`src/rafe_pkg.sv`:
```
// Shared constants, codes and helpers for the RGB565 fill engine.
// No dependencies; every other file of the block but rafe_ram imports this package.
package rafe_pkg;

   localparam int CW      = 10;   // coordinate width
   localparam int RW      = 9;    // radius width
   localparam int COLW    = 16;   // RGB565 word
   localparam int ALW     = 8;    // alpha width
   localparam int OPW     = 3;
   localparam int PADDR_W = 4;
   localparam int PDATA_W = 32;

   localparam int SQ_IN_W  = 18;  // radius squared fits here
   localparam int SQ_OUT_W = 9;
   localparam int SQ_STEPS = 9;

   localparam int DIV_NUM_W = 18;
   localparam int DIV_DEN_W = 10;
   localparam int DIV_Q_W   = 8;

   localparam logic [OPW-1:0] OP_RECT   = 3'd0;
   localparam logic [OPW-1:0] OP_ROUND  = 3'd1;
   localparam logic [OPW-1:0] OP_GRAD   = 3'd2;
   localparam logic [OPW-1:0] OP_CIRCLE = 3'd3;
   localparam logic [OPW-1:0] OP_CLEAR  = 3'd4;
   localparam logic [OPW-1:0] OP_READ   = 3'd5;

   localparam logic [1:0] REG_BYTE_SWAP = 2'd0;
   localparam logic [1:0] REG_MIRROR_X  = 2'd1;
   localparam logic [1:0] REG_MIRROR_Y  = 2'd2;

   localparam logic [ALW-1:0] ALPHA_OPAQUE = 8'd255;

   function automatic logic [COLW-1:0] swap_bytes(input logic [COLW-1:0] v);
      return {v[7:0], v[15:8]};
   endfunction

endpackage

```
`src/rafe_div.sv`:
```
// Restoring divider for the gradient weight, one quotient bit per cycle.
// Depends on rafe_pkg; the quotient must fit in eight bits.
module rafe_div
   import rafe_pkg::*;
(
   input  logic                 clock,
   input  logic                 reset,
   input  logic                 start,
   input  logic [DIV_NUM_W-1:0] num,
   input  logic [DIV_DEN_W-1:0] den,
   output logic                 busy,
   output logic [DIV_Q_W-1:0]   quot
);

   logic                 busy_ff, busy_in;
   logic [2:0]           cnt_ff, cnt_in;
   logic [DIV_NUM_W-1:0] rem_ff, rem_in;
   logic [DIV_NUM_W-1:0] dsh_ff, dsh_in;
   logic [DIV_Q_W-1:0]   quot_ff, quot_in;

   always_comb begin
      busy_in = busy_ff;
      cnt_in  = cnt_ff;
      rem_in  = rem_ff;
      dsh_in  = dsh_ff;
      quot_in = quot_ff;
      if (start) begin
         busy_in = 1'b1;
         cnt_in  = 3'(DIV_Q_W - 1);
         rem_in  = num;
         dsh_in  = DIV_NUM_W'(den) << (DIV_Q_W - 1);
         quot_in = '0;
      end else if (busy_ff) begin
         if (rem_ff >= dsh_ff) begin
            rem_in  = rem_ff - dsh_ff;
            quot_in = {quot_ff[DIV_Q_W-2:0], 1'b1};
         end else begin
            quot_in = {quot_ff[DIV_Q_W-2:0], 1'b0};
         end
         dsh_in = dsh_ff >> 1;
         if (cnt_ff == 3'd0) begin
            busy_in = 1'b0;
         end else begin
            cnt_in = cnt_ff - 3'd1;
         end
      end
   end

   always_ff @(posedge clock) begin
      if (reset) begin
         busy_ff <= 1'b0;
         cnt_ff  <= '0;
      end else begin
         busy_ff <= busy_in;
         cnt_ff  <= cnt_in;
      end
      rem_ff  <= rem_in;
      dsh_ff  <= dsh_in;
      quot_ff <= quot_in;
   end

   assign busy = busy_ff;
   assign quot = quot_ff;

endmodule

```
`config.mk`:
```
export PLATFORM = sky130hd
export DESIGN_NAME = rafe_div
export DESIGN_NICKNAME = d
export VERILOG_FILES = /design/src/rafe_pkg.sv /design/src/rafe_div.sv
export SDC_FILE = /design/constraint.sdc
export NUM_CORES = 1
export LEC_CHECK = 0
export ABC_AREA = 1
export CAP_MARGIN = 20
export CORE_UTILIZATION = 55
export DETAILED_ROUTE_END_ITERATION = 8
export DONT_BUFFER_PORTS = 1
export GPL_ROUTABILITY_DRIVEN = 0
export PLACE_DENSITY = 0.73
export SLEW_MARGIN = 20
export SYNTH_ARGS = -nofsm -noshare
export SYNTH_HDL_FRONTEND = slang
export SYNTH_SLANG_ARGS = --single-unit
```
`constraint.sdc`:
```
create_clock -name clock -period 2.4 [get_ports clock]
set_input_delay 0.48 -clock clock [delete_from_list [all_inputs] [get_ports clock]]
set_output_delay 0.48 -clock clock [all_outputs]
set_load 0.03 [all_outputs]
```
**Word-level counts from Yosys, hierarchy flattened**

Cells that the tools add are included.
W data, S select, Z words.

- Register bits after elaboration: 47
- Output and inout port bits: 9
- Logic and storage cells: 27

- Add/sub/neg operators: 2
- $lt $le $gt $ge: 1
- Equality and inequality tests: 1
- Muxes and demuxes: 12
- Reductions and logical operators: 5

Operators by type and width:

| cell | number |
|---|---|
| $mux W18 | 3 |
| $mux W17 | 2 |
| $ge A18 B17 Y1 | 1 |
| $sub A18 B17 Y18 | 1 |
| $mux W3 | 3 |
| $mux W1 | 4 |
| $reduce_and A2 Y1 | 2 |
| $reduce_bool A2 Y1 | 2 |
| $logic_not A3 Y1 | 1 |
| $sub A3 B1 Y3 const B | 1 |
| $ne A2 B2 Y1 const B | 1 |

**Logic depth before layout (Yosys ltp)**

- Depth in word-level cells: 4
- Depth in mapped cells: 14
- Gate-level depth less buffers: 14

**Worst setup path before layout**

No wires, ideal clock.

- Kind: flip-flop to flip-flop
- From: reg rem_ff[0]
- To: reg rem_ff[0] (enable)
- Library setup time: 0.378 ns
- Arrival time: 1.904 ns
- Data required time: 2.022 ns
- Slack: 0.118 ns
- Cell stages (with the launch flop): 11
- Path buffers: 0
- Path through: edfxtp_1 inv_1 ha_1 fa_1 o21ai_2 nand2_2 nand2_2 nand2_2 nand2_2 nand2_2 nand3_1

- Cells in the longest elaborated chain, start to end: 3

RTL lines:

| item | RTL line | source |
|---|---|---|
| start: declaration | rafe_div.sv:17 | `logic [DIV_NUM_W-1:0] rem_ff, rem_in;` |
| start signal: assignment | rafe_div.sv:57 | `rem_ff <= rem_in;` |
| $ge A18 B17 Y1 | rafe_div.sv:34 | `if (rem_ff >= dsh_ff) begin` |
| $reduce_bool A2 Y1 (no line) | n/a |  |
| $reduce_and A2 Y1 (no line) | n/a |  |

Every way passes these cells.
A chain may end at the register's enable or synchronous reset.

**Worst setup path in the final report**

- From: reg rem_ff[0]
- To: reg rem_ff[8] (enable)

Same word-level chain as after synthesis.

==> metrics.yaml <==
crit_type: "reg2reg"
yosysSeqAreaShare_pct: 42.6
cts_tree: "yes"
status: "completed"
post-dp-hpwl_um: 4360
cp-end-kind: "flip-flop"
die_w_um: 74.2
rows: 25
leakage_nw: 1.38
synth_cells: 376
syn-cell-area_sq_um: 2860
fillCellCount: 475
antenna_cells: 0
ys_types: 32
hold_path.class: "in2reg"
vias_per_cell: 5.31
post_cts_buffers: 0
synth_area_leader_cell: "edfxtp_1"
drive_gt1_share_pct: 6.84
tns_ns: 0
period_share_pct: 89.6
io_buffers: 0
multi_input_area_sq_um: 1390
cts_buffers: 5
clockRootBuffer: "clkbuf_8"
wire_per_inst_um: 13.1
grt_first_pass_wirelength_um: 9940
clkTransAtPathRegs_ns: 0.10
die_h_um: 74.2
fmax_mhz: 465
layout.nets: 430
post-route-util_pct: 62.2
clk_latency_ns: 0.31
crit_chain: "inv_1 > ha_1 > fa_1 > o21ai_2 > nand2_2 > nand2_2 > nand2_2 > nand2_2 > nand2_2 > nand3_1 > buf_4"
synth_fp_nets: 427
final_hold_viol_count: 0
initial_core_util_pct: 58.7
dr.pass1.iters: 4
required_ns: 2.42
final_antenna_net_count: 0
grt_setup_unrepaired: "false"
area_growth_pct: 6.03
drc: 0
cts_resized: 0
antenna_found_initial: 0
synth_area_per_cell_sq_um: 7.62
drv_slew: 0
yosys_warnings: 0
grt_max_degree: 40
max_cap_violations: 0
cp.arrival_ns: 2.17
tightest_slew_ns: 0.684
routed_wl_um: 5860
drtIter0Drc: 154
core_sq_um: 4880
layout_min_cycle_time_ns: 2.15
clockBufferDepth: 2
pin_count: 40
critical_path.slowest_cell: "fa_1"
cts.sinks: 47
cpPeakStageDelay_ns: 0.42
clock_skew_ns: 0.00678
grt_usage_pct: 23.7
dieArea_sq_um: 5500
crit_path_frequent_cell: "nand2_2"
first_global_vias: 2381
dr_total_vias: 2374
max_slew_margin_pct: 54.3
whs_ns: 0.228
seq_area_sq_um: 1220
p_per_area_nw_per_um2: 816
finalPower_mw: 2.48
crit_fanout: 10
synth_area_leaders: "edfxtp_1 29%, nand2_1 15%, dfxtp_1 13%"
peakVddDrop_v: 0.000433
overflow: 0
synth_top_area_share_pct: 29.4
ys_ff_latch: 47
htree_num_levels: 2
cts_hold_buffers: 0
critPathLaunchType: "flip-flop"
finalSetupViolations: 0
[critical path, delay by kind of cell, from the launching register on]
kind / cells / cell delay, ns
AOI/OAI and AO/OA: 1 / 0.23
adders and majority gates: 2 / 0.63
buffers and inverters: 2 / 0.24
DFF: 1 / 0.33
and+or+nand+nor: 6 / 0.43
[where the power goes]
part	switching, mW	internal (mW)
sequential	0.0414	0.982
clock	0.295	0.217
combinational	0.599	0.345
[metrics by stage]
step                      setup slack, ns  cells  instance area [sq um]
final                               0.249    447                   3040
after global routing               0.0861    447                   3040
after CTS                           0.223    447                   3040
after detailed placement            0.241    439                   2940
after global placement              0.302    439                   2940
after floorplan                     0.118    376                   2860
[flip-flops by register name (all words and copies together) (netlist names)]
signal and count:
busy 1, rem_ff 18, quot 8, dsh_ff 17, cnt_ff 3
[logic make-up after synthesis]
kind of cell	count (synthesis)	share of synthesized area, %
simple gates	182	26.8
flops	47	42.6
buf+inv	66	8.87
compound gates	57	11.4
fa+ha+maj	20	9.00
xor+xnor	4	1.22
[per-layer routing]
| metal | share of wire, % | GRT usage (%) | vias up |
|---|---|---|---|
| met4 | 0.92 | 5.77 | 0 |
| met5 | 0 | 0 | - |
| li1 | - | - | 1230 |
| met1 | 46 | 29.5 | 1074 |
| met2 | 47 | 41.9 | 63 |
| met3 | 6.3 | 5.15 | 7 |
[synth_stat cells]
library cell	count
nand2_1	118
inv_1	55
edfxtp_1	28
o21ai_0	23
nand3_1	22
nor2_1	22
dfxtp_1	19
ha_1	19
a21oi_1	15
o22ai_1	11
nand2_2	5
nand3b_1	5
xnor2_1	4
clkbuf_1	3
inv_2	3
a31oi_1	2
buf_1	2
buf_2	2
nand4_1	2
nor2_2	2
nor3_1	2
o21ai_1	2
a311oi_1	1
a31oi_4	1
buf_4	1
fa_1	1
nand3_2	1
nor4_1	1
o21ai_2	1
o21bai_1	1
or2_1	1
or2_2	1
[area by class of cell]
type                       count  share of cell area (%)
clock buffer                   5                    2.27
clock inverter                 3                   0.865
inverter                      58                    7.17
multi-input combinational    263                    45.7
sequential                    47                    40.2
tap                           67                    2.76
timing repair buffer           4                   0.989
[cells in the final DEF, fill, tap and decap left out, types with 3 or more instances in the layout]
cell type  Yosys  layout
ha_1          19      19
edfxtp_1      28      28
inv_2          3       3
nor2_1        22      22
clkbuf_8       0       5
buf_4          1       4
xnor2_1        4       4
inv_6          0       3
nand2_1      118     118
inv_1         55      55
nand3b_1       5       5
o22ai_1       11      11
a21oi_1       15      15
dfxtp_1       19      19
o21ai_0       23      23
nand2_2        5       5
nand3_1       22      22
[path summary, 6_finish.rpt]
check	start	to	slack, ns	cells past startpoint
worst max-delay path	rem_ff[0]	rem_ff[8]	0.25	11
worst min register to register	cnt_ff[0]	cnt_ff[0]	0.47	2
worst max register to register	rem_ff[0]	rem_ff[8]	0.25	11
worst min-delay path	reset	busy	0.23	1
Power figures use the tool's default switching activity.
