[src/rafe_pkg.sv]
// Shared constants, codes and helpers for the RGB565 fill engine.
// No dependencies; every other file of the block but rafe_ram imports this package.
package rafe_pkg;

   localparam int CW      = 10;   // coordinate width
   localparam int RW      = 9;    // radius width
   localparam int COLW    = 16;   // RGB565 word
   localparam int ALW     = 8;    // alpha width
   localparam int OPW     = 3;
   localparam int PADDR_W = 4;
   localparam int PDATA_W = 32;

   localparam int SQ_IN_W  = 18;  // radius squared fits here
   localparam int SQ_OUT_W = 9;
   localparam int SQ_STEPS = 9;

   localparam int DIV_NUM_W = 18;
   localparam int DIV_DEN_W = 10;
   localparam int DIV_Q_W   = 8;

   localparam logic [OPW-1:0] OP_RECT   = 3'd0;
   localparam logic [OPW-1:0] OP_ROUND  = 3'd1;
   localparam logic [OPW-1:0] OP_GRAD   = 3'd2;
   localparam logic [OPW-1:0] OP_CIRCLE = 3'd3;
   localparam logic [OPW-1:0] OP_CLEAR  = 3'd4;
   localparam logic [OPW-1:0] OP_READ   = 3'd5;

   localparam logic [1:0] REG_BYTE_SWAP = 2'd0;
   localparam logic [1:0] REG_MIRROR_X  = 2'd1;
   localparam logic [1:0] REG_MIRROR_Y  = 2'd2;

   localparam logic [ALW-1:0] ALPHA_OPAQUE = 8'd255;

   function automatic logic [COLW-1:0] swap_bytes(input logic [COLW-1:0] v);
      return {v[7:0], v[15:8]};
   endfunction

endpackage

[src/rafe_blend.sv]
// Per-channel RGB565 alpha blend, products registered, result in the next cycle.
// Depends on rafe_pkg.
module rafe_blend
   import rafe_pkg::*;
(
   input  logic            clock,
   input  logic [COLW-1:0] bg,
   input  logic [COLW-1:0] fg,
   input  logic [ALW-1:0]  alpha,
   output logic [COLW-1:0] mix
);

   logic [13:0]     sum_r_ff, sum_g_ff, sum_b_ff;
   logic [13:0]     sum_r_in, sum_g_in, sum_b_in;
   logic            full_ff, zero_ff;
   logic [COLW-1:0] fg_ff, bg_ff;
   logic [ALW-1:0]  inv;
   logic [5:0]      q_r, q_g, q_b;

   // Exact x/255 for x below 16320, the range where the quotient fits in six bits.
   function automatic logic [5:0] div255(input logic [13:0] x);
      logic [14:0] y;
      logic [14:0] q;
      y = {1'b0, x} + 15'd1;
      q = (y + (y >> 8)) >> 8;
      return q[5:0];
   endfunction

   always_comb begin
      inv      = ALPHA_OPAQUE - alpha;
      sum_r_in = 14'(fg[15:11] * alpha) + 14'(bg[15:11] * inv);
      sum_g_in = 14'(fg[10:5] * alpha) + 14'(bg[10:5] * inv);
      sum_b_in = 14'(fg[4:0] * alpha) + 14'(bg[4:0] * inv);
   end

   always_ff @(posedge clock) begin
      sum_r_ff <= sum_r_in;
      sum_g_ff <= sum_g_in;
      sum_b_ff <= sum_b_in;
      full_ff  <= (alpha == ALPHA_OPAQUE);
      zero_ff  <= (alpha == '0);
      fg_ff    <= fg;
      bg_ff    <= bg;
   end

   always_comb begin
      q_r = div255(sum_r_ff);
      q_g = div255(sum_g_ff);
      q_b = div255(sum_b_ff);
      if (full_ff) begin
         mix = fg_ff;
      end else if (zero_ff) begin
         mix = bg_ff;
      end else begin
         mix = {q_r[4:0], q_g, q_b[4:0]};
      end
   end

endmodule

[config.mk]
export PLATFORM = sky130hd
export DESIGN_NAME = rafe_blend
export DESIGN_NICKNAME = d
export VERILOG_FILES = /design/src/rafe_pkg.sv /design/src/rafe_blend.sv
export SDC_FILE = /design/constraint.sdc
export NUM_CORES = 1
export LEC_CHECK = 0
export BUFFER_PORTS_ARGS = -buffer_cell sky130_fd_sc_hd__buf_2
export CORE_MARGIN = 2
export CORE_UTILIZATION = 45
export CTS_CLUSTER_DIAMETER = 120
export DETAILED_ROUTE_END_ITERATION = 10
export SYNTH_ARGS = -nofsm -noshare
export SYNTH_HDL_FRONTEND = slang
export SYNTH_SLANG_ARGS = --single-unit
[constraint.sdc]
create_clock -name clock -period 6.95 [get_ports clock]
set_input_delay 1.0425 -clock clock [delete_from_list [all_inputs] [get_ports clock]]
set_output_delay 1.0425 -clock clock [all_outputs]
set_load 0.02 [all_outputs]
# Yosys cells after proc, flatten, opt, wreduce, memory -nomap -nowiden
# Index checks and enable logic that the tools add are counted.
word_totals:
  inputBits: 41
  reg_bits: 76
  out_inout_bits: 16
  word_cells: 27
classes:
  n_reduce_logical: 1
  n_addsub: 10
  n_eq_ne: 1
  mul: 6
  muxes: 2
op_table:
  columns: ["op", "n"]
  rows:
  - ["$mul A5 B8 Y13", 4]
  - ["$add A14 B1 Y15 const B", 3]
  - ["$mux W16", 2]
  - ["$add A13 B13 Y14", 2]
  - ["$mul A6 B8 Y14", 2]
  - ["$add A13 B7 Y13", 2]
  - ["$add A14 B14 Y14", 1]
  - ["$add A14 B7 Y14", 1]
  - ["$eq A8 B8 Y1 const B", 1]
  - ["$logic_not A8 Y1", 1]
  - ["$sub A8 B8 Y8 const A", 1]

# Depth between registers and ports, before layout
logic_depth:
  depth_word: 4
  ltp_mapped: 20
  ltp_nobuf: 19

# Least setup slack after synthesis
# OpenSTA, ideal clock, no wires.
synth_path:
  path_type: "input-to-reg"
  startpoint: "in alpha[0]"
  endpoint: "reg sum_b_ff[13]"
  setup_time_ps: 122
  path_stages: 18
  required_ps: 6828
  slack_ps: 1218
  arrival_time_ps: 5611
  n_path_buf: 1
  cell_sequence: "clkbuf_1 nand2_1 fa_1 inv_1 fa_1 inv_1 fa_1 fa_1 fa_1 inv_1 ha_1 a21o_1 a21oi_1 nand2b_1 a21oi_1 o41ai_1 nand3_1 o311a_1"
synth_via:
  elab_chain_len: 3
  elab_cells_between_ends: 4
  cone_classes: "add/sub: 2; mul: 2"
synth_lines:
  columns: ["item", "line_no", "text"]
  rows:
  - ["from (decl)", "rafe_blend.sv:9", "input logic [ALW-1:0] alpha,"]
  - ["$sub A8 B8 Y8", "rafe_blend.sv:30", "inv = ALPHA_OPAQUE - alpha;"]
  - ["$mul A5 B8 Y13", "rafe_blend.sv:33", "sum_b_in = 14'(fg[4:0] * alpha) + 14'(bg[4:0] * inv);"]
  - ["$add A13 B13 Y14 *", "rafe_blend.sv:33", null]
  - ["via sum_b_in[13]", "rafe_blend.sv:14", "logic [13:0] sum_r_in, sum_g_in, sum_b_in;"]
  - ["to (signal assigned)", "rafe_blend.sv:39", "sum_b_ff <= sum_b_in;"]
  - ["to (decl)", "rafe_blend.sv:13", "logic [13:0] sum_r_ff, sum_g_ff, sum_b_ff;"]
# The timed path passes the listed nets; every way through them passes the cells marked *.

# Worst setup path after layout
layout_path:
  startpoint: "in alpha[3]"
  endpoint: "reg sum_b_ff[13]"
# The elaborated chain is that of the path after synthesis.

==> results.py <==
metrics = {
    "die": {
        "placement_rows": 58,
        "core_region_area_um2": 25100,
        "fp.dieH_um": 164,
        "chip_width_um": 164,
        "num_io_pins": 57,
        "die_area_um2": 26700,
        "floorplan.initialDensity": 0.456,
    },
    "power": {
        "pwr-share-comb": 0.738,
        "seqPwrFrac": 0.163,
        "power.ir.vdd_worst_mv": 0.185,
        "internal_power_w": 0.00252,
        "power.clock.fraction": 0.099,
        "netSwitchingFraction": 0.468,
        "p_switching_w": 0.00222,
        "power_per_cell_area_nw_per_um2": 384,
        "p_total_w": 0.00475,
        "static-leakage-power_nw": 6.03,
    },
    "clock_tree": {
        "clk_pin_slew_worst_paths_ns": 0.06,
        "cts_hold_repair.buffers": 0,
        "clock_buffer_count_from_cts": 9,
        "tritoncts_num_sinks": 76,
        "ctsHtreeMaxLevel": 3,
        "post_cts_resized": 0,
        "tritoncts": "yes",
        "cts.repair_timing.setup_buffer_count": 0,
        "max-clock-path-buffers": 2,
        "clk_root_buffer_cell": "sky130_fd_sc_hd__clkbuf_16",
    },
    "placement": {
        "placed_cell_area_um2": 12100,
        "finalWeightedCongestion": 0.866,
        "dpl.hpwl_mm": 20.6,
        "port-buffer-count": 56,
    },
    "drt": {
        "detail_route.drc_violations": 0,
        "drt_iter0_markers": 331,
        "vias": 8293,
        "vias_per_cell": 5.09,
        "routed_wire_length_per_instance_um": 16.1,
        "drt-pass1-iter-count": 6,
        "finalWirelength_mm": 26.2,
        "antenna_violating_nets_post_route": 0,
    },
    "run_status": {
        "run_status": "complete, no violations",
    },
    "synthesis": {
        "simple_gate_fraction_of_synth_area": 0.194,
        "post_synth_num_cell_types": 63,
        "netlist.top_cell.by_area": "sky130_fd_sc_hd__fa_1",
        "yosys-top-cells-area": "sky130_fd_sc_hd__fa_1, sky130_fd_sc_hd__ha_1, sky130_fd_sc_hd__dfxtp_1, sky130_fd_sc_hd__inv_1, sky130_fd_sc_hd__nor2b_1",
        "yosysWarnings": 0,
        "ys_ff_latch": 76,
        "yosys.area_share.xor_xnor": 0.0617,
        "synth_fa_ha_area_frac": 0.451,
        "netlist_top_cells_count": "sky130_fd_sc_hd__inv_1, sky130_fd_sc_hd__fa_1, sky130_fd_sc_hd__ha_1",
        "yosys.cell_count.top_type": "sky130_fd_sc_hd__inv_1",
        "cells_after_synthesis": 1250,
        "synth_compound_area_frac": 0.0723,
        "count_of_flip_flops_with_a_built_in_enable_after_synthesis": 0,
        "synth_top_family_by_area": "adder cells",
        "synth_seq_area_share": 0.133,
        "synth.mux.area_fraction": 0.00393,
        "avgSynthCellArea_um2": 9.16,
        "post_synth_instance_area_um2": 11500,
        "top_area_cell_type_share_of_the_netlist_area": 0.311,
        "ys_async_sr_fraction": 0,
        "dominantRegCellSynth": "sky130_fd_sc_hd__dfxtp_1",
    },
    "cells_and_area": {
        "fillers": 2465,
        "layout.cell_area.non_filler_um2": 12400,
        "finalCoreUtilization": 0.493,
        "n_antenna_cell": 0,
        "drive_gt1_frac": 0.0731,
        "num-nets-final": 1642,
        "area_delta_synth_final_pct": 8.12,
    },
    "sta": {
        "final.setup.tns_ns": 0,
        "worst_pin_slew_ns": 1.13,
        "setup_violations": 0,
        "rsz0062_at_grt": "no",
        "timing.fmax_mhz": 170,
        "timing_max_transition_violations_final": 0,
        "worst_slew_margin_rel": 0.244,
        "final-hold-violation-count": 0,
        "holdWs_ns": 0.931,
        "timing.final.crit_share": 0.848,
        "post-route-min-period_ns": 5.89,
    },
    "worst_setup_path": {
        "setup.worst_path.class": "input pin to flop",
        "capturing_element_type_of_the_critical_path": "flop",
        "critical-path-top-delay-family": "adder cells",
        "critPathSlowestCell": "sky130_fd_sc_hd__fa_1",
        "critical_path.n_buffers_inverters": 4,
        "worstPathArrival_ns": 6.12,
        "timing.critical_path.slowest_cell_delay_ns": 0.57,
        "timing.critical_path.cells": "buf_2 -> nand2_1 -> fa_1 -> inv_1 -> fa_1 -> fa_1 -> fa_1 -> inv_1 -> fa_1 -> inv_1 -> ha_1 -> o21a_1 -> o21ai_0 -> a21oi_1 -> o41ai_1 -> nand3_1 -> o311a_1",
        "timing.critical_path.from_type": "input pin",
        "critical_path_rt_ns": 7.18,
        "path_max_fanout": 34,
        "cp_common_cell": "sky130_fd_sc_hd__fa_1",
    },
    "global_routing": {
        "grt_first_pass_wirelength_mm": 45.0,
        "grt_pass1_vias": 9146,
        "antenna_found_initial": 0,
        "globalRoute.totalOverflow": 0,
        "maximum_number_of_pins_on_one_net_before_global_route_repair": 35,
        "track_usage": 0.214,
    },
    "hold_path": {
        "hold_path_class": "input pin to flop",
        "timing.hold.worst_endpoint": "bg_ff[14]",
        "holdCritStartpoint": "bg[14]",
        "whs_path_depth": 1,
    },
    "job": {
        "number_of_maximum_capacitance_constraint_violations": 0,
    },
}
## logic make-up after synthesis
logic type      count (synthesis)
mux                             4
other cells                     1
flops                          76
xor+xnor                       76
compound gates                121
fa+ha+maj                     306
simple gates                  409
buf+inv                       257
## flip-flops by register name, indices dropped and copies added, names as in the netlist
name,cells
full_ff,1
sum_b_ff,14
zero_ff,1
bg_ff,16
sum_g_ff,14
fg_ff,16
sum_r_ff,14
## power by group through the flow
stage               Clock, W  Combinational (W)  Sequential, W
floorplan                  0            0.00288       0.000727
global placement           0            0.00348       0.000782
detailed placement         0            0.00354       0.000783
CTS                 0.000484            0.00357       0.000773
global route        0.000501            0.00407       0.000799
finish              0.000470            0.00350       0.000774
## routing by layer
| metal | track usage | part of all wire |
|---|---|---|
| met3 | 0.0193 | 0.033 |
| met1 | 0.272 | 0.44 |
| met4 | 0.0710 | 0.025 |
| met5 | 0 | 0 |
| met2 | 0.381 | 0.50 |
## per-stage QoR
stage / worst slack [ns] / cells
after CTS: 1.02 / 1629
after global placement: 0.795 / 1614
after detailed placement: 0.657 / 1614
after global routing: 0.588 / 1629
after floorplan: 1.22 / 1252
final: 1.06 / 1629
## cells in the final DEF, fill, tap and decap left out, drive strengths merged, types with 14 or more instances in the layout
cell / n
fa: 178
o21ai: 19
nor2: 38
buf: 62
dfxtp: 76
nand3: 22
nor2b: 105
inv: 228
nand2: 115
nand4: 14
and2: 47
xor2: 21
xnor2: 55
a21oi: 35
ha: 128
nand2b: 30
## worst max-delay path by stage
stage                     cells past startpoint  slack (ns)  startpoint           end
final                                        17        1.06    alpha[3]  sum_b_ff[13]
after CTS                                    17        1.02    alpha[4]  sum_b_ff[13]
after global placement                       17        0.80    alpha[4]  sum_b_ff[13]
after detailed placement                     17        0.66    alpha[4]  sum_b_ff[13]
after global routing                         17        0.59    alpha[4]  sum_b_ff[13]
after floorplan                              18        1.22    alpha[0]  sum_b_ff[13]
## layout make-up
cell class | count | area (µm²) | area share
Clock inverter | 6 | 71.3 | 0.00576
Clock buffer | 9 | 225 | 0.0182
Multi-Input combinational cell | 919 | 8970 | 0.725
Sequential cell | 76 | 1520 | 0.123
Timing Repair Buffer | 62 | 325 | 0.0263
Tap cell | 330 | 413 | 0.0334
Inverter | 227 | 852 | 0.0688
Power figures use the tool's default switching activity.
