**src/rafe_pkg.sv**
```systemverilog
// Shared constants, codes and helpers for the RGB565 fill engine.
// No dependencies; every other file of the block but rafe_ram imports this package.
package rafe_pkg;

   localparam int CW      = 10;   // coordinate width
   localparam int RW      = 9;    // radius width
   localparam int COLW    = 16;   // RGB565 word
   localparam int ALW     = 8;    // alpha width
   localparam int OPW     = 3;
   localparam int PADDR_W = 4;
   localparam int PDATA_W = 32;

   localparam int SQ_IN_W  = 18;  // radius squared fits here
   localparam int SQ_OUT_W = 9;
   localparam int SQ_STEPS = 9;

   localparam int DIV_NUM_W = 18;
   localparam int DIV_DEN_W = 10;
   localparam int DIV_Q_W   = 8;

   localparam logic [OPW-1:0] OP_RECT   = 3'd0;
   localparam logic [OPW-1:0] OP_ROUND  = 3'd1;
   localparam logic [OPW-1:0] OP_GRAD   = 3'd2;
   localparam logic [OPW-1:0] OP_CIRCLE = 3'd3;
   localparam logic [OPW-1:0] OP_CLEAR  = 3'd4;
   localparam logic [OPW-1:0] OP_READ   = 3'd5;

   localparam logic [1:0] REG_BYTE_SWAP = 2'd0;
   localparam logic [1:0] REG_MIRROR_X  = 2'd1;
   localparam logic [1:0] REG_MIRROR_Y  = 2'd2;

   localparam logic [ALW-1:0] ALPHA_OPAQUE = 8'd255;

   function automatic logic [COLW-1:0] swap_bytes(input logic [COLW-1:0] v);
      return {v[7:0], v[15:8]};
   endfunction

endpackage

```
**src/rafe_isqrt.sv**
```systemverilog
// Iterative integer square root, one result bit per cycle.
// Depends on rafe_pkg.
module rafe_isqrt
   import rafe_pkg::*;
(
   input  logic                clock,
   input  logic                reset,
   input  logic                start,
   input  logic [SQ_IN_W-1:0]  value,
   output logic                busy,
   output logic [SQ_OUT_W-1:0] root
);

   logic                busy_ff, busy_in;
   logic [3:0]          cnt_ff, cnt_in;
   logic [SQ_IN_W-1:0]  rem_ff, rem_in;
   logic [SQ_IN_W:0]    root_ff, root_in;
   logic [SQ_IN_W-1:0]  bit_ff, bit_in;
   logic [SQ_IN_W:0]    trial;

   always_comb begin
      busy_in = busy_ff;
      cnt_in  = cnt_ff;
      rem_in  = rem_ff;
      root_in = root_ff;
      bit_in  = bit_ff;
      trial   = root_ff + {1'b0, bit_ff};
      if (start) begin
         busy_in = 1'b1;
         cnt_in  = 4'(SQ_STEPS - 1);
         rem_in  = value;
         root_in = '0;
         bit_in  = SQ_IN_W'(1) << (SQ_IN_W - 2);
      end else if (busy_ff) begin
         if ({1'b0, rem_ff} >= trial) begin
            rem_in  = rem_ff - trial[SQ_IN_W-1:0];
            root_in = (root_ff >> 1) + {1'b0, bit_ff};
         end else begin
            root_in = root_ff >> 1;
         end
         bit_in = bit_ff >> 2;
         if (cnt_ff == 4'd0) begin
            busy_in = 1'b0;
         end else begin
            cnt_in = cnt_ff - 4'd1;
         end
      end
   end

   always_ff @(posedge clock) begin
      if (reset) begin
         busy_ff <= 1'b0;
         cnt_ff  <= '0;
      end else begin
         busy_ff <= busy_in;
         cnt_ff  <= cnt_in;
      end
      rem_ff  <= rem_in;
      root_ff <= root_in;
      bit_ff  <= bit_in;
   end

   assign busy = busy_ff;
   assign root = root_ff[SQ_OUT_W-1:0];

   assert property (@(posedge clock) disable iff (reset) start |-> !busy_ff)
      else $error("square root started while busy");

endmodule

```
**config.mk**
```make
export PLATFORM = sky130hd
export DESIGN_NAME = rafe_isqrt
export DESIGN_NICKNAME = d
export VERILOG_FILES = /design/src/rafe_pkg.sv /design/src/rafe_isqrt.sv
export SDC_FILE = /design/constraint.sdc
export NUM_CORES = 1
export LEC_CHECK = 0
export BUFFER_PORTS_ARGS = -buffer_cell sky130_fd_sc_hd__buf_2
export CAP_MARGIN = 10
export CORE_MARGIN = 4
export CORE_UTILIZATION = 30
export DETAILED_ROUTE_END_ITERATION = 12
export GPL_TIMING_DRIVEN = 0
export SETUP_SLACK_MARGIN = 0.2
export SYNTH_ARGS = -nofsm -noshare
export SYNTH_HDL_FRONTEND = slang
export SYNTH_SLANG_ARGS = --single-unit
export TNS_END_PERCENT = 10
```
**constraint.sdc**
```tcl
create_clock -name clock -period 5.1 [get_ports clock]
set_input_delay 0.255 -clock clock [delete_from_list [all_inputs] [get_ports clock]]
set_output_delay 0.255 -clock clock [all_outputs]
set_load 0.005 [all_outputs]
```
== Yosys cells after proc, flatten, opt, wreduce, memory -nomap -nowiden ==
Cells that the tools add are included.

* $add $sub $neg: 4
* Order comparisons: 1
* Equal/unequal tests: 1
* Muxes and demuxes: 10
* Bitwise logic cells: 1
* Reductions and logical operators: 7

{| class="wikitable"
|+ Operator list
! cell !! count
|-
| $mux 18 || 3
|-
| $add 18x17->19 || 1
|-
| $add 19x17->19 || 1
|-
| $ge 18x19->1 || 1
|-
| $mux 19 || 1
|-
| $sub 18x18->18 || 1
|-
| $mux 4 || 3
|-
| $reduce_and 2->1 || 3
|-
| $logic_not 4->1 || 1
|-
| $reduce_bool 2->1 || 2
|-
| $sub 4x1->4 const B || 1
|-
| $mux 1 || 3
|-
| $ne 2x2->1 const B || 1
|-
| $reduce_or 2->1 || 1
|-
| $not 1->1 || 1
|}

* Register bits: 51
* Input port bits: 21
* Word-level logic and storage cells: 30

== Logic depth before layout (Yosys ltp) ==
Gate-level depths: netlist of the first run.

* Word-level depth: 5
* Depth in mapped cells: 16
* Gate-level depth less buffers: 15

== Worst setup path after synthesis of the first run ==
OpenSTA, ideal clock, no wires.

* Path kind: reg2reg
* Start: reg root_ff[2]
* End: reg rem_ff[0], enable pin
* Setup time: 0.418 ns
* Data arrival time: 4.379 ns
* Data required time: 4.682 ns
* Slack: 0.303 ns
* Cell stages (with the launch flop): 15
* Period minus slack after synthesis: 4.797 ns
* Path through: dfxtp_1 > ha_1 > a31oi_1 > o21bai_1 > a31oi_1 > o21bai_1 > a31oi_1 > xor2_1 > ha_1 > nand2_1 > nor4_1 > and4_4 > a22o_2 > nand2_2 > o21ai_0

* Longest elaborated chain between the ends: 4

{| class="wikitable"
|+ Ends and longest elaborated chain
! item !! line !! text
|-
| start, declared || rafe_isqrt.sv:17 || <nowiki>logic [SQ_IN_W:0] root_ff, root_in;</nowiki>
|-
| start signal, assigned || rafe_isqrt.sv:59 || <nowiki>root_ff <= root_in;</nowiki>
|-
| $add 19x17->19 || rafe_isqrt.sv:27 || <nowiki>trial = root_ff + {1'b0, bit_ff};</nowiki>
|-
| $ge 18x19->1 || rafe_isqrt.sv:35 || <nowiki>if ({1'b0, rem_ff} >= trial) begin</nowiki>
|-
| $reduce_bool 2->1 (no source line) || -- ||
|-
| $reduce_and 2->1 (no source line) || -- ||
|-
| end signal, assigned || rafe_isqrt.sv:58 || <nowiki>rem_ff <= rem_in;</nowiki>
|-
| end, declared || rafe_isqrt.sv:16 || <nowiki>logic [SQ_IN_W-1:0] rem_ff, rem_in;</nowiki>
|}

No other way between the ends.
A chain may end at the register's enable or synchronous reset.

== Worst setup path after layout of the first run ==
* Start: reg root_ff[2]
* End: reg rem_ff[12], enable pin

The elaborated chain is that of the path after synthesis.

==> impl_results.md, run 1 <==
- Vias in the first global route: just under 4000
- Number of enable flip-flop cells after synthesis: 18
- Endpoint of the worst register-to-register path: rem_ff[12]
- Placer congestion estimate: 0.8658
- Antenna viol nets, final: 0
- Total negative setup slack: 0 ns
- Placed inst area: roughly 4700 um2
- Sequential fraction of the synthesis area: 27.93%
- Net count after synthesis: 578
- Required time reported for the critical path endpoint: 5.11 ns
- Commonest cells in the synthesized netlist: sky130_fd_sc_hd__nand2_1, sky130_fd_sc_hd__ha_1, sky130_fd_sc_hd__nor2_1
- Ys Warns: 0
- Number of buffers between clock root and the deepest sink: 2
- Clock tree from TritonCTS: built
- Clock sinks: 51
- Endpoint arrival time on the critical path: 4.58 ns
- Max-cap check violation count: 0
- Setup Viol. Count Final: 0
- Setup repair after global routing missed its margin: false
- Power density cells: 334.6 nW/um2
- Static leakage: 1.763 nW
- Mapped cell area: roughly 4300 um2
- Count of fill cells added during filler insertion: 1411
- Combined area of the multi-input logic cells: around 2900 um2
- Number of vias in the routed layout: ~4000
- Area of the die: 16310 um2
- Setup Fix Bufs, Post-CTS: 0
- Endpoint type of the worst setup path: flop
- Floorplan row count: 43
- Layout cell share with drive strength beyond 1: 13.15%
- Share of flip-flops with an asynchronous set or reset: 0%
- Outcome: completed
- Final cell count without fillers: between 700 and 800
- Maximum achievable frequency: 0.2190 GHz
- Slew HR: a little over half
- Layout area overhead: 12.86%
- Core area: 13930 um2
- Root Buffer: sky130_fd_sc_hd__clkbuf_16
- Clock transition time at the flip-flop clock pins of the worst setup and hold paths: 0.07 ns
- Latest clock arrival within the worst-skew pair: around 0.3 ns
- Worst reg2reg setup slack: about 0.53 ns
- Largest driver fanout on the critical path: 14
- # DRC: 0
- Sum of internal, switching and leakage power: 0.001624 W
- Effective utilization at floorplan: 30.86%
- Count of input and output buffers: 29
- Final WL: 11750 um
- Worst Hold Class: primary input to flop
- Post-cts gate resize count: 0
- Area taken by flip-flops and latches: 1201 um2
- Total count of max-transition violations in the final report: 0
- Worst setup path endpoint: rem_ff[12]
- Overflow after GRT: 0
- Tcrit/Tclk final: roughly 90%
- Cells after Synth: 517
- Slew at the pin with the worst max-slew slack: 0.7064 ns
- DP HPWL: 9009 um
- Worst Setup Path Type: flop to flop
- Overall die width: between 100 and 150 um
- Area share of the largest cell type after synthesis: 15.36%
- Cts-stage hold buffer count: 0
- Start point of the critical path: root_ff[2]
- Syn avg cell area: 8.318 um2
- Antenna cells: 0
- Largest cells by area after synthesis: sky130_fd_sc_hd__dfxtp_1, sky130_fd_sc_hd__edfxtp_1, sky130_fd_sc_hd__ha_1, sky130_fd_sc_hd__nand2_1, sky130_fd_sc_hd__a21oi_1
- Reg2reg path depth: 15
- Largest area contributor in the netlist: sky130_fd_sc_hd__dfxtp_1
- Highest ir drop seen on vdd: 0.1803 mV
- Die extent in y: ~130 um
- Number of I/O pins: 31
- Routed via count divided by cell count: between 5 and 6
- Flops & latches, synth: 51
- Net count, final: 615
- Worst reg2reg startpoint: root_ff[2]
- Most common flop cell mapped by yosys: sky130_fd_sc_hd__dfxtp_1
- Cell count after placement: ~730
- DRT iter0 DRCs: 194
- H-tree depth: 2
- CP Launch Type: flop
- Number of library cell types mapped by synthesis: 72
- Pre-Repair DR Iteration Count: 5
- Time the final worst path needs with I/O delays and setup: 4.567 ns
- Cell area after layout: 4853 um2
- Aggregate global-route resource usage: 14.44%
- Post-Route Skew: 0.006577 ns
- Final hold violation count: 0
- CTS buffer count: 5
- First-pass GRT wire length: 19130 um
- Antenna violations before repair: 0
- Final routed wire length divided by cell count: ~16 um
- Largest net degree at the start of global routing: 17
- Leading cell type by number of instances after synthesis: sky130_fd_sc_hd__nand2_1
## cell usage in the layout (no fill, tap or decap), types with 3 or more instances in the layout
cell type / n
sky130_fd_sc_hd__o21ai_0: 28
sky130_fd_sc_hd__dfxtp_1: 33
sky130_fd_sc_hd__a311oi_1: 4
sky130_fd_sc_hd__nand4_1: 7
sky130_fd_sc_hd__nor4_1: 4
sky130_fd_sc_hd__a32oi_1: 4
sky130_fd_sc_hd__inv_1: 20
sky130_fd_sc_hd__nor3_1: 24
sky130_fd_sc_hd__clkbuf_16: 6
sky130_fd_sc_hd__o211ai_1: 11
sky130_fd_sc_hd__nand2b_1: 4
sky130_fd_sc_hd__nor2b_1: 4
sky130_fd_sc_hd__a21oi_1: 33
sky130_fd_sc_hd__clkbuf_1: 17
sky130_fd_sc_hd__o31ai_1: 7
sky130_fd_sc_hd__xor2_1: 11
sky130_fd_sc_hd__a31oi_1: 14
sky130_fd_sc_hd__o21ai_1: 3
sky130_fd_sc_hd__nand2_1: 65
sky130_fd_sc_hd__o21bai_1: 9
sky130_fd_sc_hd__o21a_1: 4
sky130_fd_sc_hd__nand3_1: 9
sky130_fd_sc_hd__buf_4: 10
sky130_fd_sc_hd__nor2_1: 38
sky130_fd_sc_hd__a21o_1: 7
sky130_fd_sc_hd__ha_1: 39
sky130_fd_sc_hd__edfxtp_1: 18
sky130_fd_sc_hd__a211oi_1: 7
sky130_fd_sc_hd__nor4b_1: 3
sky130_fd_sc_hd__mux2i_1: 8
sky130_fd_sc_hd__buf_2: 29
sky130_fd_sc_hd__xnor2_1: 18
## area by class of cell
cell class | count | area share [%]
Clock inverter | 2 | 0.2836
Timing Repair Buffer | 30 | 3.300
Multi-Input combinational cell | 414 | 58.93
Buffer | 31 | 3.377
Sequential cell | 51 | 24.75
Inverter | 21 | 1.624
Tap cell | 180 | 4.640
Clock buffer | 6 | 3.094
## metal layers
layer	GRT usage (%)	share of wire [%]	vias up
li1	-	-	1996
met1	18.33	45	1875
met2	24.77	48	118
met3	2.333	5.8	17
met4	5.119	1.7	0
met5	0	0	-
## worst max-delay path, stage by stage (launching register included)
cell and delay [ns]:
sky130_fd_sc_hd__dfxtp_1 0.44, sky130_fd_sc_hd__ha_1 0.30, sky130_fd_sc_hd__a31oi_1 0.27, sky130_fd_sc_hd__o21bai_1 0.16, sky130_fd_sc_hd__a31oi_1 0.35, sky130_fd_sc_hd__o21bai_1 0.23, sky130_fd_sc_hd__a31oi_1 0.24, sky130_fd_sc_hd__xor2_1 0.12
sky130_fd_sc_hd__ha_1 0.37, sky130_fd_sc_hd__nand2_1 0.14, sky130_fd_sc_hd__nor4_1 0.32, sky130_fd_sc_hd__and4_4 0.29, sky130_fd_sc_hd__a22o_2 0.24, sky130_fd_sc_hd__nand2_2 0.17, sky130_fd_sc_hd__o21ai_2 0.38, sky130_fd_sc_hd__buf_8 0.22
## worst min-delay path by stage
stage                            to  startpoint  cells past startpoint  slack (ns)
final                          busy       reset                      2        0.18
after global routing      cnt_ff[0]       reset                      2        0.19
after CTS                      busy       reset                      2        0.17
after detailed placement       busy       reset                      2        0.49
after global placement    cnt_ff[3]       reset                      2        0.48
after floorplan                busy       reset                      1        0.32
## cells by family (layout without fill, tap and decap cells)
kind of cell    count (synthesis)  in the layout  share of synthesized area (%)
fa+ha+maj                      40             40                          11.81
compound gates                157            157                          25.72
xor+xnor                       29             29                          5.906
flops                          51             51                          27.93
buf+inv                        52             90                          5.644
mux                            11             11                          2.997
simple gates                  177            177                          19.99
## metrics by stage
step	setup WS, ns	hold slack (ns)	utilization (%)
2_1_floorplan	0.3035	0.3241	-
3_3_place_gp	-1.213	0.4826	33.52
3_5_place_dp	0.5377	0.4893	33.65
4_1_cts	0.5183	0.1710	34.83
5_1_grt	0.2729	0.1874	34.83
6_report	0.5335	0.1783	34.83
## flip-flops by register name, summed over array words and instances (netlist names)
register,flops
bit_ff,9
busy,1
cnt_ff,4
rem_ff,18
root_ff,19
## report_power, final
part	total [W]	switching [W]	internal, W
Combinational	0.000723	0.000443	0.000280
Sequential	0.000518	0.0000308	0.000487
Clock	0.000382	0.000170	0.000213
Note: power is estimated with default switching activity, not from simulation.
==> run 2, diff against run 1 <==
==> constraint.sdc (replaced) <==
create_clock -name clock -period 4.45 [get_ports clock]
set_input_delay 0.2225 -clock clock [delete_from_list [all_inputs] [get_ports clock]]
set_output_delay 0.2225 -clock clock [all_outputs]
set_load 0.005 [all_outputs]
==> impl_results.md, run 2 (synthesis gave the netlist of run 1 again) <==
- Outcome: completed
- First-pass GRT wire length: 18990 um (-0.72%)
- Net count, final: 617 (+0.33%)
- Worst Hold Class: primary input to flop
- Number of buffers between clock root and the deepest sink: 2 (unchanged)
- Count of input and output buffers: 29 (unchanged)
- Worst reg2reg startpoint: root_ff[0]
- CP Launch Type: flop
- Endpoint of the worst hold path: busy
- Setup Viol. Count Final: 0 (unchanged)
- Top library cells by usage in the layout, fill and taps aside: sky130_fd_sc_hd__nand2_1, sky130_fd_sc_hd__nor2_1, sky130_fd_sc_hd__ha_1
- Worst hold-check slack: 0.1430 ns (-0.03536 ns)
- Setup repair after global routing missed its margin: false
- Clock sinks: 51 (unchanged)
- Antenna violations before repair: 0 (unchanged)
- Registers with the most flip-flops: root_ff x19, rem_ff x18, bit_ff x9
- Slew HR: 53.12% (+0.39 points)
- Sum of internal, switching and leakage power: 0.001920 W (+18%)
- Final worst setup slack: 0.4049 ns (-0.1285 ns)
- Placer congestion estimate: 0.8738 (+0.92%)
- Largest driver fanout on the critical path: 18 (+4)
- Largest net degree at the start of global routing: 19 (+2)
- Core area: 13930 um2 (unchanged)
- Time the final worst path needs with I/O delays and setup: 4.045 ns (-0.5215 ns)
- Layout cell share with drive strength beyond 1: 14.90% (+1.7 points)
- Total count of max-transition violations in the final report: 0 (unchanged)
- Clock tree from TritonCTS: built
- Power density cells: 388.5 nW/um2 (+16%)
- Total negative setup slack: 0 ns (unchanged)
- Root Buffer: sky130_fd_sc_hd__clkbuf_16
- Tcrit/Tclk final: 90.90% (+1.4 points)
- Most frequent cell on the critical path: sky130_fd_sc_hd__ha_1
- CP max-delay cell: sky130_fd_sc_hd__a22o_2
- Latest clock arrival within the worst-skew pair: 0.30 ns (about the same)
- Area of the die: 16310 um2 (unchanged)
- Aggregate global-route resource usage: 14.17% (-0.28 points)
- Endpoint arrival time on the critical path: 4.10 ns (-0.48 ns)
- CTS buffer count: 5 (unchanged)
- Worst Setup Path Type: flop to flop
- Pre-Repair DR Iteration Count: 7 (+2)
- Clock transition time at the flip-flop clock pins of the worst setup and hold paths: 0.07 ns (about the same)
- Worst reg2reg setup slack: 0.40 ns (-0.13 ns)
- Post-Route Skew: 0.008712 ns (+0.002136 ns)
- Reg2reg path depth: 16 (+1)
- Vias in the first global route: 3875 (-1.6%)
- Floorplan row count: 43 (unchanged)
- Effective utilization at floorplan: 30.86% (unchanged)
- Antenna viol nets, final: 0 (unchanged)
- Antenna cells: 0 (unchanged)
- DP HPWL: 8773 um (-2.6%)
- Cts-stage hold buffer count: 0 (unchanged)
- Required time reported for the critical path endpoint: 4.50 ns (-0.61 ns)
- # DRC: 0 (unchanged)
- Max-cap check violation count: 0 (unchanged)
- Top register by number of flip-flops: root_ff
- DRT iter0 DRCs: 169 (-13%)
- Hold path cells: 2 (unchanged)
- Number of vias in the routed layout: 4009 (+0.075%)
- Layout area overhead: 14.95%
- Ordered cell list for the critical path: ha_1 -> ha_1 -> a21oi_2 -> o21ai_2 -> a31oi_1 -> nor2_1 -> o21ai_0 -> xor2_1 -> ha_2 -> a21o_1 -> a311oi_4 -> o221ai_2 -> a22o_2 -> nand2_4 -> o21ai_4 -> buf_12
- Endpoint of the worst register-to-register path: rem_ff[14]
- Final WL: 11740 um (-0.11%)
- Maximum achievable frequency: 0.2472 GHz (+13%)
- Overflow after GRT: 0 (unchanged)
- Final hold violation count: 0 (unchanged)
- Delay contributed by the slowest stage of the critical path: 0.38 ns (-0.06 ns)
- H-tree depth: 2 (unchanged)
- Final routed wire length divided by cell count: 15.93 um (-0.38%)
- Placement-stage worst setup slack: -0.5143 ns (-1.052 ns)
- Placed inst area: 4674 um2 (-0.32%)
- Slew at the pin with the worst max-slew slack: 0.7006 ns (-0.005786 ns)
- Die extent in y: 127.7 um (unchanged)
- Routed via count divided by cell count: 5.440 (-0.20%)
- Worst Hold Launch: reset
- Highest ir drop seen on vdd: 0.2051 mV (+14%)
- Static leakage: 1.793 nW (+1.7%)
- Commonest non-fill, non-tap cell in the layout: sky130_fd_sc_hd__nand2_1
- Largest register FFs: 19 (unchanged)
- Number of I/O pins: 31 (unchanged)
- Cell area after layout: 4943 um2 (+1.9%)
- Overall die width: 127.7 um (unchanged)
- Endpoint type of the worst setup path: flop
==> run 2: cell count changes in the layout (fill, tap and decap cells not counted), sizes merged <==
| cell | change |
|---|---|
| inv | +2 |
| clkbuf | -1 |
| buf | +2 |
| bufinv | +1 |
| clkinv | -2 |
==> run 2: worst max-delay path by stage <==
| stage | startpoint | endpoint | slack [ns] | cells after the start |
|---|---|---|---|---|
| floorplan | root_ff[2] | rem_ff[0] | 0.48 | 14 |
| CTS | root_ff[2] | rem_ff[11] | 0.22 | 15 |
| finish | root_ff[0] | rem_ff[14] | 0.40 | 16 |
| detailed placement | root_ff[2] | rem_ff[2] | -0.51 | 14 |
| global placement | root_ff[2] | rem_ff[4] | -0.42 | 14 |
| global route | root_ff[0] | rem_ff[11] | 0.21 | 16 |
==> run 2: final cells by class <==
type,instances,area [um2]
Clock inverter,3,45.04
Inverter,21,78.83
Buffer,31,163.9
Tap cell,180,225.2
Clock buffer,5,125.1
Timing Repair Buffer,32,180.2
Sequential cell,51,1202
Fill cell,1414,8991
Multi-Input combinational cell,414,2923
==> run 2: what timing repair did <==
action / 4_1_cts / 5_1_grt
gates cloned: 0 / 0
setup buffers: 1 / 2
endpoints found under the setup margin: 18 / 35
pin swaps: 1 / 3
resized for setup: 3 / 9
==> run 2: critical path, delay by kind of cell, from the launching register on <==
family,cells,cell delay (ns)
xor gates and xnor gates,1,0.25
and+or+nand+nor,2,0.23
DFF,1,0.33
AOI/OAI and AO/OA,9,1.97
buffers and inverters,1,0.17
adders and majority gates,3,0.81
==> run 2: report_power, final <==
| part | internal [W] | total, W | switching, W |
|---|---|---|---|
| Sequential | 0.000558 | 0.000594 | 0.0000356 |
| Combinational | 0.000343 | 0.000867 | 0.000524 |
| Clock | 0.000268 | 0.000460 | 0.000191 |
| Total | 0.00117 | 0.00192 | 0.000751 |
==> run 2: per-stage QoR <==
stage	utilization (%)	instances
after floorplan	-	517
after global placement	33.55	726
after detailed placement	33.55	726
after CTS	35.02	735
after global routing	35.48	737
final	35.48	737
==> run 2: layer usage <==
layer	global-route usage [%]	part of all wire [%]	vias up	wire length [um]
met5	0	0	-	0
met4	5.306	2.3	0	274
met3	1.875	4.4	23	520
met2	23.75	47	103	5468
met1	18.57	47	1871	5477
li1	-	-	2012	-
